--- src/hw/rtl/otpt_pkg.sv ---
// Shared types and codes for the one-shot and periodic timer table.
package otpt_pkg;

  localparam int ID_W   = 31;
  localparam int TIME_W = 32;

  // Operation codes carried on the input beat
  typedef enum logic [1:0] {
    FUNC_ADD    = 2'd0,
    FUNC_REMOVE = 2'd1,
    FUNC_TICK   = 2'd2,
    FUNC_NONE   = 2'd3
  } func_t;

  // Result kinds
  localparam logic [1:0] KIND_ADD    = 2'd0;
  localparam logic [1:0] KIND_REMOVE = 2'd1;
  localparam logic [1:0] KIND_TICK   = 2'd2;

  // Status codes
  localparam logic [1:0] ST_OK        = 2'd0;
  localparam logic [1:0] ST_FULL      = 2'd1;
  localparam logic [1:0] ST_NOT_FOUND = 2'd2;
  localparam logic [1:0] ST_NONE_DUE  = 2'd3;

  // One table entry as stored in the RAM
  typedef struct packed {
    logic [ID_W-1:0]   id;
    logic              kind;
    logic [TIME_W-1:0] fire;
    logic [TIME_W-1:0] period;
  } entry_t;

  // Controller to datapath
  typedef struct packed {
    logic cap;        // capture input beat
    logic add_exec;   // perform add and load reply
    logic scan_first; // start walk, read entry 0
    logic scan_exec;  // evaluate current entry
    logic fin_exec;   // load closing result
  } cmd_t;

  // Datapath to controller
  typedef struct packed {
    logic empty;    // table holds no entry
    logic more;     // another entry follows the current one
    logic stall;    // current entry must wait for the output register
    logic out_free; // output register can take a beat
  } stat_t;

endpackage

--- src/hw/rtl/one_shot_periodic_timer_table.sv ---
// Top level of the one-shot and periodic timer table.
//
// Input channel (in_valid/in_ready) carries one request beat: add a job,
// remove a job by id, or a time tick. Output channel (out_valid/out_ready)
// carries result beats; last marks the final beat caused by a request.
// An add moves to a reply state that waits until the output register is
// free, then loads its one beat there and frees the input with that load.
// Remove and tick walk the table one entry per cycle from a registered-read
// RAM, unless a stall holds the walk; a tick gives one beat per due job in
// table order, or a single nothing-due beat when none is due. Entries are
// compacted in the same pass. A new request is taken only once the previous
// one has loaded its last beat into the output register; that register lets
// the next request start while the last beat still waits. When the receiver
// stalls, the walk pauses on the next due job until the output frees.
// Reset empties the table and restarts ids at 1; RAM contents need no
// clearing, as only entries below the count are read.
module one_shot_periodic_timer_table #(
  parameter int MAX_ENTRIES = 16
) (
  input  logic                        clk,
  input  logic                        rst,
  input  logic                        in_valid,
  output logic                        in_ready,
  input  logic [1:0]                  func,
  input  logic                        job_kind,
  input  logic [otpt_pkg::TIME_W-1:0] time_value,
  input  logic [otpt_pkg::ID_W-1:0]   job_number,
  input  logic [otpt_pkg::TIME_W-1:0] now_seconds,
  output logic                        out_valid,
  input  logic                        out_ready,
  output logic [1:0]                  result_kind,
  output logic [1:0]                  status,
  output logic [otpt_pkg::ID_W-1:0]   job_number_out,
  output logic                        last
);
  import otpt_pkg::*;

  cmd_t  cmd;
  stat_t stat;

  otpt_ctrl u_ctrl (
    .clk     (clk),
    .rst     (rst),
    .in_valid(in_valid),
    .in_ready(in_ready),
    .func    (func),
    .stat    (stat),
    .cmd     (cmd)
  );

  otpt_dp #(
    .MAX_ENTRIES(MAX_ENTRIES)
  ) u_dp (
    .clk           (clk),
    .rst           (rst),
    .cmd           (cmd),
    .stat          (stat),
    .func          (func),
    .job_kind      (job_kind),
    .time_value    (time_value),
    .job_number    (job_number),
    .now_seconds   (now_seconds),
    .out_valid     (out_valid),
    .out_ready     (out_ready),
    .result_kind   (result_kind),
    .status        (status),
    .job_number_out(job_number_out),
    .last          (last)
  );

`ifndef SYNTHESIS
  // An accepted add keeps the block busy in its reply state
  a_add_busy: assert property (@(posedge clk) disable iff (rst)
    in_valid && in_ready && func == FUNC_ADD |=> !in_ready)
    else $error("add accepted without a busy cycle");

  // Only tick reports come in groups
  a_nonlast_tick: assert property (@(posedge clk) disable iff (rst)
    out_valid && !last |-> result_kind == KIND_TICK)
    else $error("non-final beat on a single-result request");

  // Nothing-due report stands alone and carries no id
  a_none_due: assert property (@(posedge clk) disable iff (rst)
    out_valid && status == ST_NONE_DUE |-> last && job_number_out == '0)
    else $error("malformed nothing-due beat");

  // A non-final beat means the walk is still running
  a_walk_busy: assert property (@(posedge clk) disable iff (rst)
    out_valid && !last |-> !in_ready)
    else $error("request taken before its last beat was loaded");
`endif

endmodule

--- src/hw/rtl/otpt_ram.sv ---
// Generic single-write, single-read RAM with registered read data.
module otpt_ram #(
  parameter int WIDTH = 8,
  parameter int DEPTH = 16
) (
  input  logic                                   clk,
  input  logic                                   wr_en,
  input  logic [$clog2(DEPTH > 1 ? DEPTH : 2)-1:0] wr_addr,
  input  logic [WIDTH-1:0]                       wr_data,
  input  logic                                   rd_en,
  input  logic [$clog2(DEPTH > 1 ? DEPTH : 2)-1:0] rd_addr,
  output logic [WIDTH-1:0]                       rd_data
);

  logic [WIDTH-1:0] mem [DEPTH];

  // Write port and registered read port; read data holds while rd_en is low
  always_ff @(posedge clk) begin
    if (wr_en) begin
      mem[wr_addr] <= wr_data;
    end
    if (rd_en) begin
      rd_data <= mem[rd_addr];
    end
  end

endmodule

--- src/hw/rtl/otpt_ctrl.sv ---
// Sequencing state machine for the timer table.
module otpt_ctrl (
  input  logic           clk,
  input  logic           rst,
  input  logic           in_valid,
  output logic           in_ready,
  input  logic [1:0]     func,
  input  otpt_pkg::stat_t stat,
  output otpt_pkg::cmd_t  cmd
);
  import otpt_pkg::*;

  typedef enum logic [3:0] {
    S_IDLE = 4'b0001,
    S_ADD  = 4'b0010,
    S_SCAN = 4'b0100,
    S_FIN  = 4'b1000
  } state_t;

  state_t state, state_next;

  // Next state and commands
  always_comb begin
    cmd        = '0;
    state_next = state;
    in_ready   = (state == S_IDLE);
    case (state)
      S_IDLE: begin
        if (in_valid) begin
          cmd.cap = 1'b1;
          case (func)
            FUNC_ADD: begin
              state_next = S_ADD;
            end
            FUNC_REMOVE, FUNC_TICK: begin
              cmd.scan_first = 1'b1;
              state_next     = stat.empty ? S_FIN : S_SCAN;
            end
            default: begin
              state_next = S_IDLE;
            end
          endcase
        end
      end
      S_ADD: begin
        if (stat.out_free) begin
          cmd.add_exec = 1'b1;
          state_next   = S_IDLE;
        end
      end
      S_SCAN: begin
        if (!stat.stall) begin
          cmd.scan_exec = 1'b1;
          if (!stat.more) begin
            state_next = S_FIN;
          end
        end
      end
      S_FIN: begin
        if (stat.out_free) begin
          cmd.fin_exec = 1'b1;
          state_next   = S_IDLE;
        end
      end
      default: begin
        state_next = S_IDLE;
      end
    endcase
  end

  always_ff @(posedge clk) begin
    if (rst) begin
      state <= S_IDLE;
    end else begin
      state <= state_next;
    end
  end

endmodule

--- src/hw/rtl/otpt_dp.sv ---
// Datapath: entry RAM, counters, table walk with compaction, result register.
module otpt_dp #(
  parameter int MAX_ENTRIES = 16
) (
  input  logic                          clk,
  input  logic                          rst,
  input  otpt_pkg::cmd_t                cmd,
  output otpt_pkg::stat_t               stat,
  input  logic [1:0]                    func,
  input  logic                          job_kind,
  input  logic [otpt_pkg::TIME_W-1:0]   time_value,
  input  logic [otpt_pkg::ID_W-1:0]     job_number,
  input  logic [otpt_pkg::TIME_W-1:0]   now_seconds,
  output logic                          out_valid,
  input  logic                          out_ready,
  output logic [1:0]                    result_kind,
  output logic [1:0]                    status,
  output logic [otpt_pkg::ID_W-1:0]     job_number_out,
  output logic                          last
);
  import otpt_pkg::*;

  localparam int CNT_W  = $clog2(MAX_ENTRIES + 1);
  localparam int ADDR_W = $clog2(MAX_ENTRIES > 1 ? MAX_ENTRIES : 2);

  function automatic logic [TIME_W-1:0] sat_add(input logic [TIME_W-1:0] a,
                                                input logic [TIME_W-1:0] b);
    logic [TIME_W:0] s;
    s = {1'b0, a} + {1'b0, b};
    return s[TIME_W] ? {TIME_W{1'b1}} : s[TIME_W-1:0];
  endfunction

  // Captured input beat
  logic [1:0]        op_func;
  logic              op_kind;
  logic [TIME_W-1:0] op_tval;
  logic [ID_W-1:0]   op_number;
  logic [TIME_W-1:0] op_now;

  // Table bookkeeping
  logic [CNT_W-1:0] count;
  logic [ID_W-1:0]  next_num;
  logic [CNT_W-1:0] idx;
  logic [CNT_W-1:0] keep;
  logic             found;
  logic             pend_valid;
  logic [ID_W-1:0]  pend_id;

  // RAM port signals
  logic              wr_en, rd_en;
  logic [ADDR_W-1:0] wr_addr, rd_addr;
  entry_t            wr_data, rd_data;

  // Walk decode
  logic [CNT_W-1:0]  idx_inc, keep_next;
  logic              is_tick, match, due, drop, fired, full, out_free;
  logic [TIME_W-1:0] add_b, sum;
  entry_t            new_entry, upd_entry;
  logic [ID_W-1:0]   nn_inc;

  // Output load
  logic        out_load;
  logic [1:0]  ld_kind, ld_status;
  logic [ID_W-1:0] ld_id;
  logic        ld_last;

  otpt_ram #(
    .WIDTH($bits(entry_t)),
    .DEPTH(MAX_ENTRIES)
  ) u_ram (
    .clk    (clk),
    .wr_en  (wr_en),
    .wr_addr(wr_addr),
    .wr_data(wr_data),
    .rd_en  (rd_en),
    .rd_addr(rd_addr),
    .rd_data(rd_data)
  );

  // Entry evaluation
  always_comb begin
    idx_inc   = idx + 1'b1;
    is_tick   = (op_func == FUNC_TICK);
    match     = !found && (rd_data.id == op_number);
    due       = (op_now >= rd_data.fire);
    fired     = is_tick && due;
    drop      = is_tick ? (due && !rd_data.kind) : match;
    keep_next = drop ? keep : keep + 1'b1;
    add_b     = (op_func == FUNC_ADD) ? op_tval : rd_data.period;
    sum       = sat_add(op_now, add_b);
    full      = (count >= CNT_W'(MAX_ENTRIES));
    out_free  = !out_valid || out_ready;
    nn_inc    = next_num + 1'b1;

    new_entry.id     = next_num;
    new_entry.kind   = op_kind;
    new_entry.fire   = op_kind ? sum : op_tval;
    new_entry.period = op_kind ? op_tval : '0;

    upd_entry      = rd_data;
    upd_entry.fire = (fired && rd_data.kind) ? sum : rd_data.fire;

    stat.empty    = (count == '0);
    stat.more     = (idx_inc < count);
    stat.stall    = fired && pend_valid && !out_free;
    stat.out_free = out_free;
  end

  // RAM access: appends on add, compacting write-back during the walk
  always_comb begin
    wr_en   = 1'b0;
    wr_addr = count[ADDR_W-1:0];
    wr_data = new_entry;
    if (cmd.add_exec && !full) begin
      wr_en = 1'b1;
    end else if (cmd.scan_exec && !drop) begin
      wr_en   = 1'b1;
      wr_addr = keep[ADDR_W-1:0];
      wr_data = upd_entry;
    end
    rd_en   = cmd.scan_first || (cmd.scan_exec && stat.more);
    rd_addr = cmd.scan_first ? '0 : idx_inc[ADDR_W-1:0];
  end

  // Result selection
  always_comb begin
    out_load  = 1'b0;
    ld_kind   = KIND_TICK;
    ld_status = ST_OK;
    ld_id     = pend_id;
    ld_last   = 1'b1;
    if (cmd.add_exec) begin
      out_load  = 1'b1;
      ld_kind   = KIND_ADD;
      ld_status = full ? ST_FULL : ST_OK;
      ld_id     = full ? '0 : next_num;
    end else if (cmd.scan_exec && fired && pend_valid) begin
      out_load = 1'b1;
      ld_last  = 1'b0;
    end else if (cmd.fin_exec) begin
      out_load = 1'b1;
      if (op_func == FUNC_REMOVE) begin
        ld_kind   = KIND_REMOVE;
        ld_status = found ? ST_OK : ST_NOT_FOUND;
        ld_id     = found ? op_number : '0;
      end else if (!pend_valid) begin
        ld_status = ST_NONE_DUE;
        ld_id     = '0;
      end
    end
  end

  // Input capture
  always_ff @(posedge clk) begin
    if (cmd.cap) begin
      op_func   <= func;
      op_kind   <= job_kind;
      op_tval   <= time_value;
      op_number <= job_number;
      op_now    <= now_seconds;
    end
  end

  // Counters and walk state
  always_ff @(posedge clk) begin
    if (rst) begin
      count      <= '0;
      next_num   <= ID_W'(1);
      idx        <= '0;
      keep       <= '0;
      found      <= 1'b0;
      pend_valid <= 1'b0;
    end else begin
      if (cmd.add_exec && !full) begin
        count    <= count + 1'b1;
        next_num <= (nn_inc == '0) ? ID_W'(1) : nn_inc;
      end
      if (cmd.scan_first) begin
        idx        <= '0;
        keep       <= '0;
        found      <= 1'b0;
        pend_valid <= 1'b0;
      end else if (cmd.scan_exec) begin
        idx  <= idx_inc;
        keep <= keep_next;
        if (!is_tick && match) begin
          found <= 1'b1;
        end
        if (fired) begin
          pend_valid <= 1'b1;
        end
        if (!stat.more) begin
          count <= keep_next;
        end
      end
    end
  end

  // Pending fired id, sent once the next fired id or the end is known
  always_ff @(posedge clk) begin
    if (cmd.scan_exec && fired) begin
      pend_id <= rd_data.id;
    end
  end

  // Output register
  always_ff @(posedge clk) begin
    if (rst) begin
      out_valid <= 1'b0;
    end else if (out_load) begin
      out_valid <= 1'b1;
    end else if (out_ready) begin
      out_valid <= 1'b0;
    end
  end

  always_ff @(posedge clk) begin
    if (out_load) begin
      result_kind    <= ld_kind;
      status         <= ld_status;
      job_number_out <= ld_id;
      last           <= ld_last;
    end
  end

endmodule

--- config.mk ---
export PLATFORM = sky130hd
export DESIGN_NAME = one_shot_periodic_timer_table
export DESIGN_NICKNAME = d
export VERILOG_FILES = /design/src/hw/rtl/otpt_pkg.sv /design/src/hw/rtl/one_shot_periodic_timer_table.sv /design/src/hw/rtl/otpt_ram.sv /design/src/hw/rtl/otpt_ctrl.sv /design/src/hw/rtl/otpt_dp.sv
export SDC_FILE = /design/constraint.sdc
export NUM_CORES = 2
export LEC_CHECK = 0
export ABC_CLOCK_PERIOD_IN_PS = 10600
export CORE_MARGIN = 10
export CORE_UTILIZATION = 35
export DETAILED_ROUTE_END_ITERATION = 10
export DONT_BUFFER_PORTS = 1
export PLACE_DENSITY = 0.52
export SLEW_MARGIN = 30
export SYNTH_ARGS = -nofsm -noshare
export SYNTH_HDL_FRONTEND = slang
export SYNTH_SLANG_ARGS = --single-unit
--- constraint.sdc ---
create_clock -name clk -period 10.6 [get_ports clk]
set_clock_uncertainty 0.15 [all_clocks]
set_input_delay 1.59 -clock clk [delete_from_list [all_inputs] [get_ports clk]]
set_output_delay 1.59 -clock clk [all_outputs]
set_load 0.005 [all_outputs]
---- Word-level counts from Yosys, hierarchy flattened ----
Memories as Yosys holds them, arrays and structs flattened. A register that Yosys moved wholly into a read port is not among the register bits.
Cells that the tools add are included.
storage, ports and cells
  bits of input ports ..................... 102
  memories ................................ 1
  word-level logic and storage cells ...... 136
  register bits ........................... 218
  output and inout port bits .............. 38
  memory bits (writable) .................. 1536
memory list
  memory          words  width  read ports  clocked after memory_dff  wr ports  RTL line        RTL
  u_dp.u_ram.mem  16     96     1           1                         1         otpt_ram.sv:15  logic [WIDTH-1:0] mem [DEPTH];
cells by class
  add/sub/neg operators ................... 5
  equality and inequality tests ........... 13
  reductions and logical operators ........ 33
  bitwise gates (word level) .............. 1
  muxes and demuxes ....................... 61
  $lt $le $gt $ge ......................... 3
operator list
  kind                   number
  $mux 31                8
  $mux 96                2
  $mux 32                5
  $add 32x32->33         1
  $ge 32x32->1           1
  $mux 4                 8
  $add 31x1->31 const B  1
  $eq 31x31->1           1
  $logic_not 31->1       1
  $mux 5                 5
  $mux 1                 22
  $mux 2                 9
  $add 5x1->5 const B    3
  $logic_and 1x1->1      12
  $pmux 4 s3             1
  $pmux 4 s2             1
  $logic_not 1->1        7
  $ne 2x2->1 const B     3
  $reduce_or 2->1        3
  $ge 5x5->1 const B     1
  $logic_not 5->1        1
  $lt 5x5->1             1
  $eq 2x1->1 const B     2
  $eq 2x2->1 const B     2
  12 further kinds       15

---- Depth between registers and ports, before layout ----
  depth after elaboration ................. 11
  gate-level depth with buffers ........... 15
  mapped depth without buffers ............ 13

---- By module ----
A second synthesis with hierarchy kept.
second synthesis, totals
  cells, all modules ...................... 3893
  area, all modules ....................... 73848.3 um2
by module, submodules not included
  module     area an instance (um2)  times used  cells an instance  sequential area each (um2)
  otpt_ram   60316.6                 1           2460               49007.0
  otpt_dp    13216.4                 1           1396               5935.7
  otpt_ctrl  315.3                   1           37                 80.1

---- Worst setup path after synthesis ----
No wires, ideal clock.
  kind .................................... input -> register
  start ................................... input port out_ready
  end ..................................... memory u_dp.u_ram.mem[5][0] in the netlist's numbering, enable pin
  path buffers ............................ 2
  path slack .............................. 2983 ps
  cell stages on the path ................. 9
  setup time .............................. 552 ps
  data required time ...................... 9898 ps
  arrival time ............................ 6915 ps
  cell sequence ........................... nor2b_1 -> nand2_1 -> nand2_1 -> o2111ai_1 -> nand2_1 -> clkbuf_1 -> clkbuf_1 -> a31oi_1 -> nor2_1
between the ends
  word-level cells in the longest chain between the ends .. 10
  elaborated cells on any way between the ends .. 15
  those cells by class .................... 10 x mux; 5 x reduce/logical
RTL lines
  what                          RTL line                             RTL
  start: declaration            one_shot_periodic_timer_table.sv:30  input logic out_ready,
  $logic_or 1x1->1 (*)          otpt_dp.sv:92                        out_free = !out_valid || out_ready;
  $logic_not 1->1               otpt_dp.sv:105                       stat.stall = fired && pend_valid && !out_free;
  $logic_and 1x1->1             otpt_dp.sv:105
  $mux 1                        otpt_ctrl.sv:52                      if (!stat.stall) begin
  $mux 1                        otpt_ctrl.sv:27                      case (state)
  $logic_and 1x1->1             otpt_dp.sv:116                       end else if (cmd.scan_exec && !drop) begin
  $mux 1                        otpt_dp.sv:116
  $mux 1                        otpt_dp.sv:114                       if (cmd.add_exec && !full) begin
  $mux 1                        otpt_ram.sv:19                       if (wr_en) begin
  $mux 1 (implied by the code)  otpt_ram.sv:20                       mem[wr_addr] <= wr_data;
  end: declaration              otpt_ram.sv:15
Every way passes the cells marked *; elsewhere a longest branch is shown, timed or not.

---- Worst setup path in the final report ----
  start ................................... register u_dp.op_now[1]
  end ..................................... memory u_dp.u_ram.mem[2][38] in the netlist's numbering, enable pin
between the ends
  word-level cells in the longest chain between the ends .. 11
  elaborated cells on any way between the ends .. 16
  those cells by class .................... 1 x order compare; 9 x mux; 6 x reduce/logical
RTL lines
  what                             RTL line         RTL
  start: declaration               otpt_dp.sv:38    logic [TIME_W-1:0] op_now;
  start signal: assignment         otpt_dp.sv:160   op_now <= now_seconds;
  $ge 32x32->1 (*)                 otpt_dp.sv:85    due = (op_now >= rd_data.fire);
  $logic_and 1x1->1                otpt_dp.sv:86    fired = is_tick && due;
  $logic_and 1x1->1 (2 in series)  otpt_dp.sv:105
  $mux 1                           otpt_ctrl.sv:52
  $mux 1                           otpt_ctrl.sv:27
  $logic_and 1x1->1 (*)            otpt_dp.sv:116
  $mux 1                           otpt_dp.sv:116
  $mux 1                           otpt_dp.sv:114
  $mux 1                           otpt_ram.sv:19
  $mux 1 (implied by the code)     otpt_ram.sv:20
Marked as above.

==> report_table.html <==
<table>
<tr><th>Metric</th><th>Value</th></tr>
<tr><th colspan="2">Timing</th></tr>
<tr><td>Peak Freq</td><td>0.167 GHz</td></tr>
<tr><td>Number of max-slew violations in the final report</td><td>0</td></tr>
<tr><td>Rel. slew slack</td><td>0.321</td></tr>
<tr><td>Setup-failing EPs final</td><td>0</td></tr>
<tr><td>Sum Neg Setup Slack</td><td>0 ns</td></tr>
<tr><td>Number of hold violations in the final report</td><td>0</td></tr>
<tr><td>Worst-margin pin slew</td><td>1.02 ns</td></tr>
<tr><td>Hold slack</td><td>0.358 ns</td></tr>
<tr><td>Final worst setup slack</td><td>4.60 ns</td></tr>
<tr><td>Final critical-path share of the clock period</td><td>0.566</td></tr>
<tr><td>Unrepaired setup endpoints after global routing</td><td>false</td></tr>
<tr><td>Clock period minus worst slack</td><td>6.00 ns</td></tr>
<tr><th colspan="2">GRT</th></tr>
<tr><td>Largest net degree at the start of global routing</td><td>211</td></tr>
<tr><td>Antenna violations before repair</td><td>34</td></tr>
<tr><td>Overflow after GRT</td><td>0</td></tr>
<tr><td>Global-route wire length before repair</td><td>308000 µm</td></tr>
<tr><td>Via count of the first global-routing pass</td><td>42200</td></tr>
<tr><td>Global Route Usage Sum</td><td>0.174</td></tr>
<tr><th colspan="2">Logic synthesis</th></tr>
<tr><td>Post-synthesis cell type count</td><td>73</td></tr>
<tr><td>Sequential area share after synthesis</td><td>0.719</td></tr>
<tr><td>Library cell occupying the most area in the post-synthesis netlist</td><td>sky130_fd_sc_hd__edfxtp_1</td></tr>
<tr><td>Share of the synthesized area in the top cell type</td><td>0.705</td></tr>
<tr><td>Top cells by area in the synthesized netlist</td><td>sky130_fd_sc_hd__edfxtp_1 (70%), sky130_fd_sc_hd__mux4_2 (8.2%), sky130_fd_sc_hd__nand2_1 (3.2%)</td></tr>
<tr><td>Most numerous cell in the Yosys netlist</td><td>sky130_fd_sc_hd__edfxtp_1</td></tr>
<tr><td>Number of warning messages in the yosys log</td><td>0</td></tr>
<tr><td>Number of flops mapped to enable cells by yosys</td><td>1797</td></tr>
<tr><td>Gate count after technology mapping</td><td>4796</td></tr>
<tr><td>Number of nets produced by synthesis</td><td>4974</td></tr>
<tr><td>Synth Flop Type</td><td>sky130_fd_sc_hd__edfxtp_1</td></tr>
<tr><td>Leading post-synthesis cells by instance count</td><td>sky130_fd_sc_hd__edfxtp_1 (1797), sky130_fd_sc_hd__nand2_1 (646), sky130_fd_sc_hd__mux4_2 (280), sky130_fd_sc_hd__clkbuf_1 (245), sky130_fd_sc_hd__a31oi_1 (213)</td></tr>
<tr><td>Syn Std Cell Area</td><td>76600 µm²</td></tr>
<tr><td>Average instance area after synthesis</td><td>16.0 µm²</td></tr>
<tr><td>Number of synthesized register bits</td><td>1850</td></tr>
<tr><td>Fraction of synthesis flops using an asynchronous set or reset pin</td><td>0</td></tr>
<tr><th colspan="2">Die</th></tr>
<tr><td>Die outline height</td><td>488 µm</td></tr>
<tr><td>Count of boundary I/O pins</td><td>140</td></tr>
<tr><td>Width of the chip</td><td>488 µm</td></tr>
<tr><td>Area of the core</td><td>217000 µm²</td></tr>
<tr><td>Die area</td><td>238000 µm²</td></tr>
<tr><td>Core Rows</td><td>171</td></tr>
<tr><td>Initial standard-cell utilization of the core</td><td>0.352</td></tr>
<tr><th colspan="2">Setup path</th></tr>
<tr><td>Data arrival time of the critical path</td><td>6.28 ns</td></tr>
<tr><td>Number of buffers and inverters on the critical path</td><td>2</td></tr>
<tr><td>CP startpoint</td><td>u_dp.op_now[1]$_DFFE_PP_</td></tr>
<tr><td>Data required time of the worst path</td><td>10.88 ns</td></tr>
<tr><td>Critical Path, Cell by Cell</td><td>ha_1 -&gt; nand2_1 -&gt; o21ai_0 -&gt; a21oi_1 -&gt; o31ai_2 -&gt; o2111ai_1 -&gt; nand2_2 -&gt; a31oi_1 -&gt; nor2_4 -&gt; buf_4 -&gt; buf_4</td></tr>
<tr><td>Crit path launch type</td><td>flop</td></tr>
<tr><td>WS Path Type</td><td>flop to flop</td></tr>
<tr><td>Most common cell on crit path</td><td>sky130_fd_sc_hd__buf_4</td></tr>
<tr><td>Sort of element at the end of the critical path</td><td>flop</td></tr>
<tr><td>Reg2reg end</td><td>u_dp.u_ram.mem[2][38]$_DFFE_PP_</td></tr>
<tr><td>Number of cells traversed by the worst register-to-register path</td><td>11</td></tr>
<tr><td>RR Startpoint</td><td>u_dp.op_now[1]$_DFFE_PP_</td></tr>
<tr><td>Family of cells with the greatest summed delay on the critical path</td><td>compound AO/OA/AOI/OAI gates</td></tr>
<tr><td>Worst-path cell with the longest stage delay</td><td>sky130_fd_sc_hd__nor2_4</td></tr>
<tr><td>Slack of the worst reg-to-reg path</td><td>4.60 ns</td></tr>
<tr><td>Crit path max fanout</td><td>36</td></tr>
<tr><td>Crit-path max cell delay</td><td>0.82 ns</td></tr>
<tr><th colspan="2">Worst hold path</th></tr>
<tr><td>Capture endpoint of the worst hold path</td><td>u_dp.pend_id[6]$_DFFE_PN_</td></tr>
<tr><td>Hold Path Cell Cnt</td><td>0</td></tr>
<tr><td>Type of the worst min-delay path</td><td>flop to flop</td></tr>
<tr><td>Start point of the worst hold path</td><td>u_dp.u_ram.rd_data[71]$_DFFE_PP_</td></tr>
<tr><th colspan="2">Power</th></tr>
<tr><td>Pwr/cell area</td><td>187 nW/µm²</td></tr>
<tr><td>Leakage component of the power</td><td>26.9 nW</td></tr>
<tr><td>Overall power after layout</td><td>16.2 mW</td></tr>
<tr><td>Max VDD drop</td><td>0.137 mV</td></tr>
<tr><th colspan="2">Clocking</th></tr>
<tr><td>CTS max path bufs</td><td>3</td></tr>
<tr><td>Setup fix buffers added after clock tree synthesis</td><td>0</td></tr>
<tr><td>Clock-pin slew reported for the worst setup and hold paths after clock tree synthesis</td><td>0.06 ns</td></tr>
<tr><td>Clock tree from TritonCTS</td><td>done</td></tr>
<tr><td>CTS buffer count</td><td>191</td></tr>
<tr><td>Level count of the clock H-tree</td><td>4</td></tr>
<tr><td>Root cell of the clock tree</td><td>sky130_fd_sc_hd__clkbuf_16</td></tr>
<tr><td>Clk Latency, worst-skew pair</td><td>0.84 ns</td></tr>
<tr><td>Clock Sinks</td><td>1850</td></tr>
<tr><td>CTS hold repair buffers</td><td>0</td></tr>
<tr><td># resized after CTS</td><td>0</td></tr>
<tr><th colspan="2">Detailed routing</th></tr>
<tr><td>DR vias</td><td>42800</td></tr>
<tr><td>Drt total wl</td><td>213000 µm</td></tr>
<tr><td>Total DRC errors in the routed layout</td><td>0</td></tr>
<tr><td>Pre-Repair DR Iteration Count</td><td>7</td></tr>
<tr><td>Initial drt markers</td><td>4326</td></tr>
<tr><td>DRT antenna net count</td><td>0</td></tr>
<tr><td>Per-cell routed wire length</td><td>27.3 µm</td></tr>
<tr><td>Routed via count divided by cell count</td><td>5.48</td></tr>
<tr><th colspan="2">Placement</th></tr>
<tr><td>Number of port buffers</td><td>0</td></tr>
<tr><td>Post-DP HPWL</td><td>114000 µm</td></tr>
<tr><td>Worst-case setup slack after placement</td><td>4.55 ns</td></tr>
<tr><td>Weighted congestion at the end of routability-driven global placement</td><td>0.810</td></tr>
<tr><th colspan="2">Run status</th></tr>
<tr><td>Result of the run</td><td>finished clean</td></tr>
<tr><th colspan="2">Cells and area</th></tr>
<tr><td>Synth-to-layout area growth</td><td>13.3%</td></tr>
<tr><td>Fraction of layout cells with a size suffix above 1</td><td>0.194</td></tr>
<tr><td>Utilization after layout</td><td>0.399</td></tr>
<tr><td>Final layout net count</td><td>4968</td></tr>
<tr><th colspan="2">Job</th></tr>
<tr><td>Number of maximum-capacitance violations</td><td>0</td></tr>
</table>
==> cell families (layout without fill, tap and decap cells) <==
group	count (synthesis)	in the layout	share of synthesized area
AOI/OAI and AO/OA	758	758	0.0662
xor gates and xnor gates	105	105	0.0120
adders and majority gates	76	76	0.0125
buffers and inverters	370	523	0.0192
DFF	1850	1850	0.719
muxes	319	319	0.0880
other	0	7	0
and+or+nand+nor	1318	1318	0.0833
==> cells in the final DEF (no fill, tap or decap), types with 48 or more instances in the layout <==
| cell | instances |
|---|---|
| sky130_fd_sc_hd__xnor2_1 | 48 |
| sky130_fd_sc_hd__mux4_2 | 280 |
| sky130_fd_sc_hd__nor2_1 | 81 |
| sky130_fd_sc_hd__ha_1 | 75 |
| sky130_fd_sc_hd__a21oi_1 | 118 |
| sky130_fd_sc_hd__dfxtp_1 | 52 |
| sky130_fd_sc_hd__nand2_1 | 642 |
| sky130_fd_sc_hd__a211oi_1 | 207 |
| sky130_fd_sc_hd__edfxtp_1 | 1797 |
| sky130_fd_sc_hd__buf_4 | 82 |
| sky130_fd_sc_hd__a31oi_1 | 211 |
| sky130_fd_sc_hd__and2_1 | 191 |
| sky130_fd_sc_hd__xor2_1 | 56 |
| sky130_fd_sc_hd__clkbuf_16 | 195 |
| sky130_fd_sc_hd__inv_1 | 59 |
| sky130_fd_sc_hd__o21ai_0 | 58 |
| sky130_fd_sc_hd__or2_2 | 188 |
==> report_power, final <==
group          leakage (nW)  switching, mW  internal [mW]
Sequential             15.8         0.0917           8.29
Combinational          8.04          0.757          0.344
Clock                  3.03           2.86           3.86
==> layout make-up <==
cell class / count / area (µm²)
antenna: 7 / 17.5
clock buffer: 242 / 5090
clock inverter: 110 / 1130
fill: 19700 / 131000
inverter: 60 / 225
multi-input combinational: 2576 / 20400
sequential: 1850 / 55000
tap: 2854 / 3570
timing repair buffer: 111 / 1230
==> through the flow <==
step	cells	area, µm²
floorplan	4796	76600
global placement	7440	80100
detailed placement	7448	80400
CTS	7800	86600
global route	7804	86700
finish	7810	86700
==> metal layers <==
layer | vias up | wire, µm | GRT usage
met3 | 283 | 12100 | 0.0293
met4 | 14 | 3520 | 0.0338
met5 | - | 85 | 0
met1 | 22500 | 94900 | 0.246
met2 | 1337 | 102000 | 0.285
li1 | 18700 | - | -
==> worst max-delay path by stage <==
stage                     depth (start not counted)                          endpoint
final                                            11   u_dp.u_ram.mem[2][38]$_DFFE_PP_
after global routing                             11   u_dp.u_ram.mem[2][38]$_DFFE_PP_
after CTS                                        11   u_dp.u_ram.mem[2][40]$_DFFE_PP_
after detailed placement                          9    u_dp.u_ram.mem[2][6]$_DFFE_PP_
after global placement                           11  u_dp.u_ram.mem[13][21]$_DFFE_PP_
after floorplan                                   9    u_dp.u_ram.mem[5][0]$_DFFE_PP_
==> state kept, by name (all words and copies together) (netlist names), 31 cells and up <==
name and flops:
u_dp.pend_id 31, u_dp.job_number_out 31, u_dp.op_now 32, u_dp.op_tval 32
u_dp.op_number 31, u_dp.u_ram.rd_data 96, u_dp.next_num 31, u_dp.u_ram.mem 1536
No activity file was read; power rests on OpenSTA's default activity.
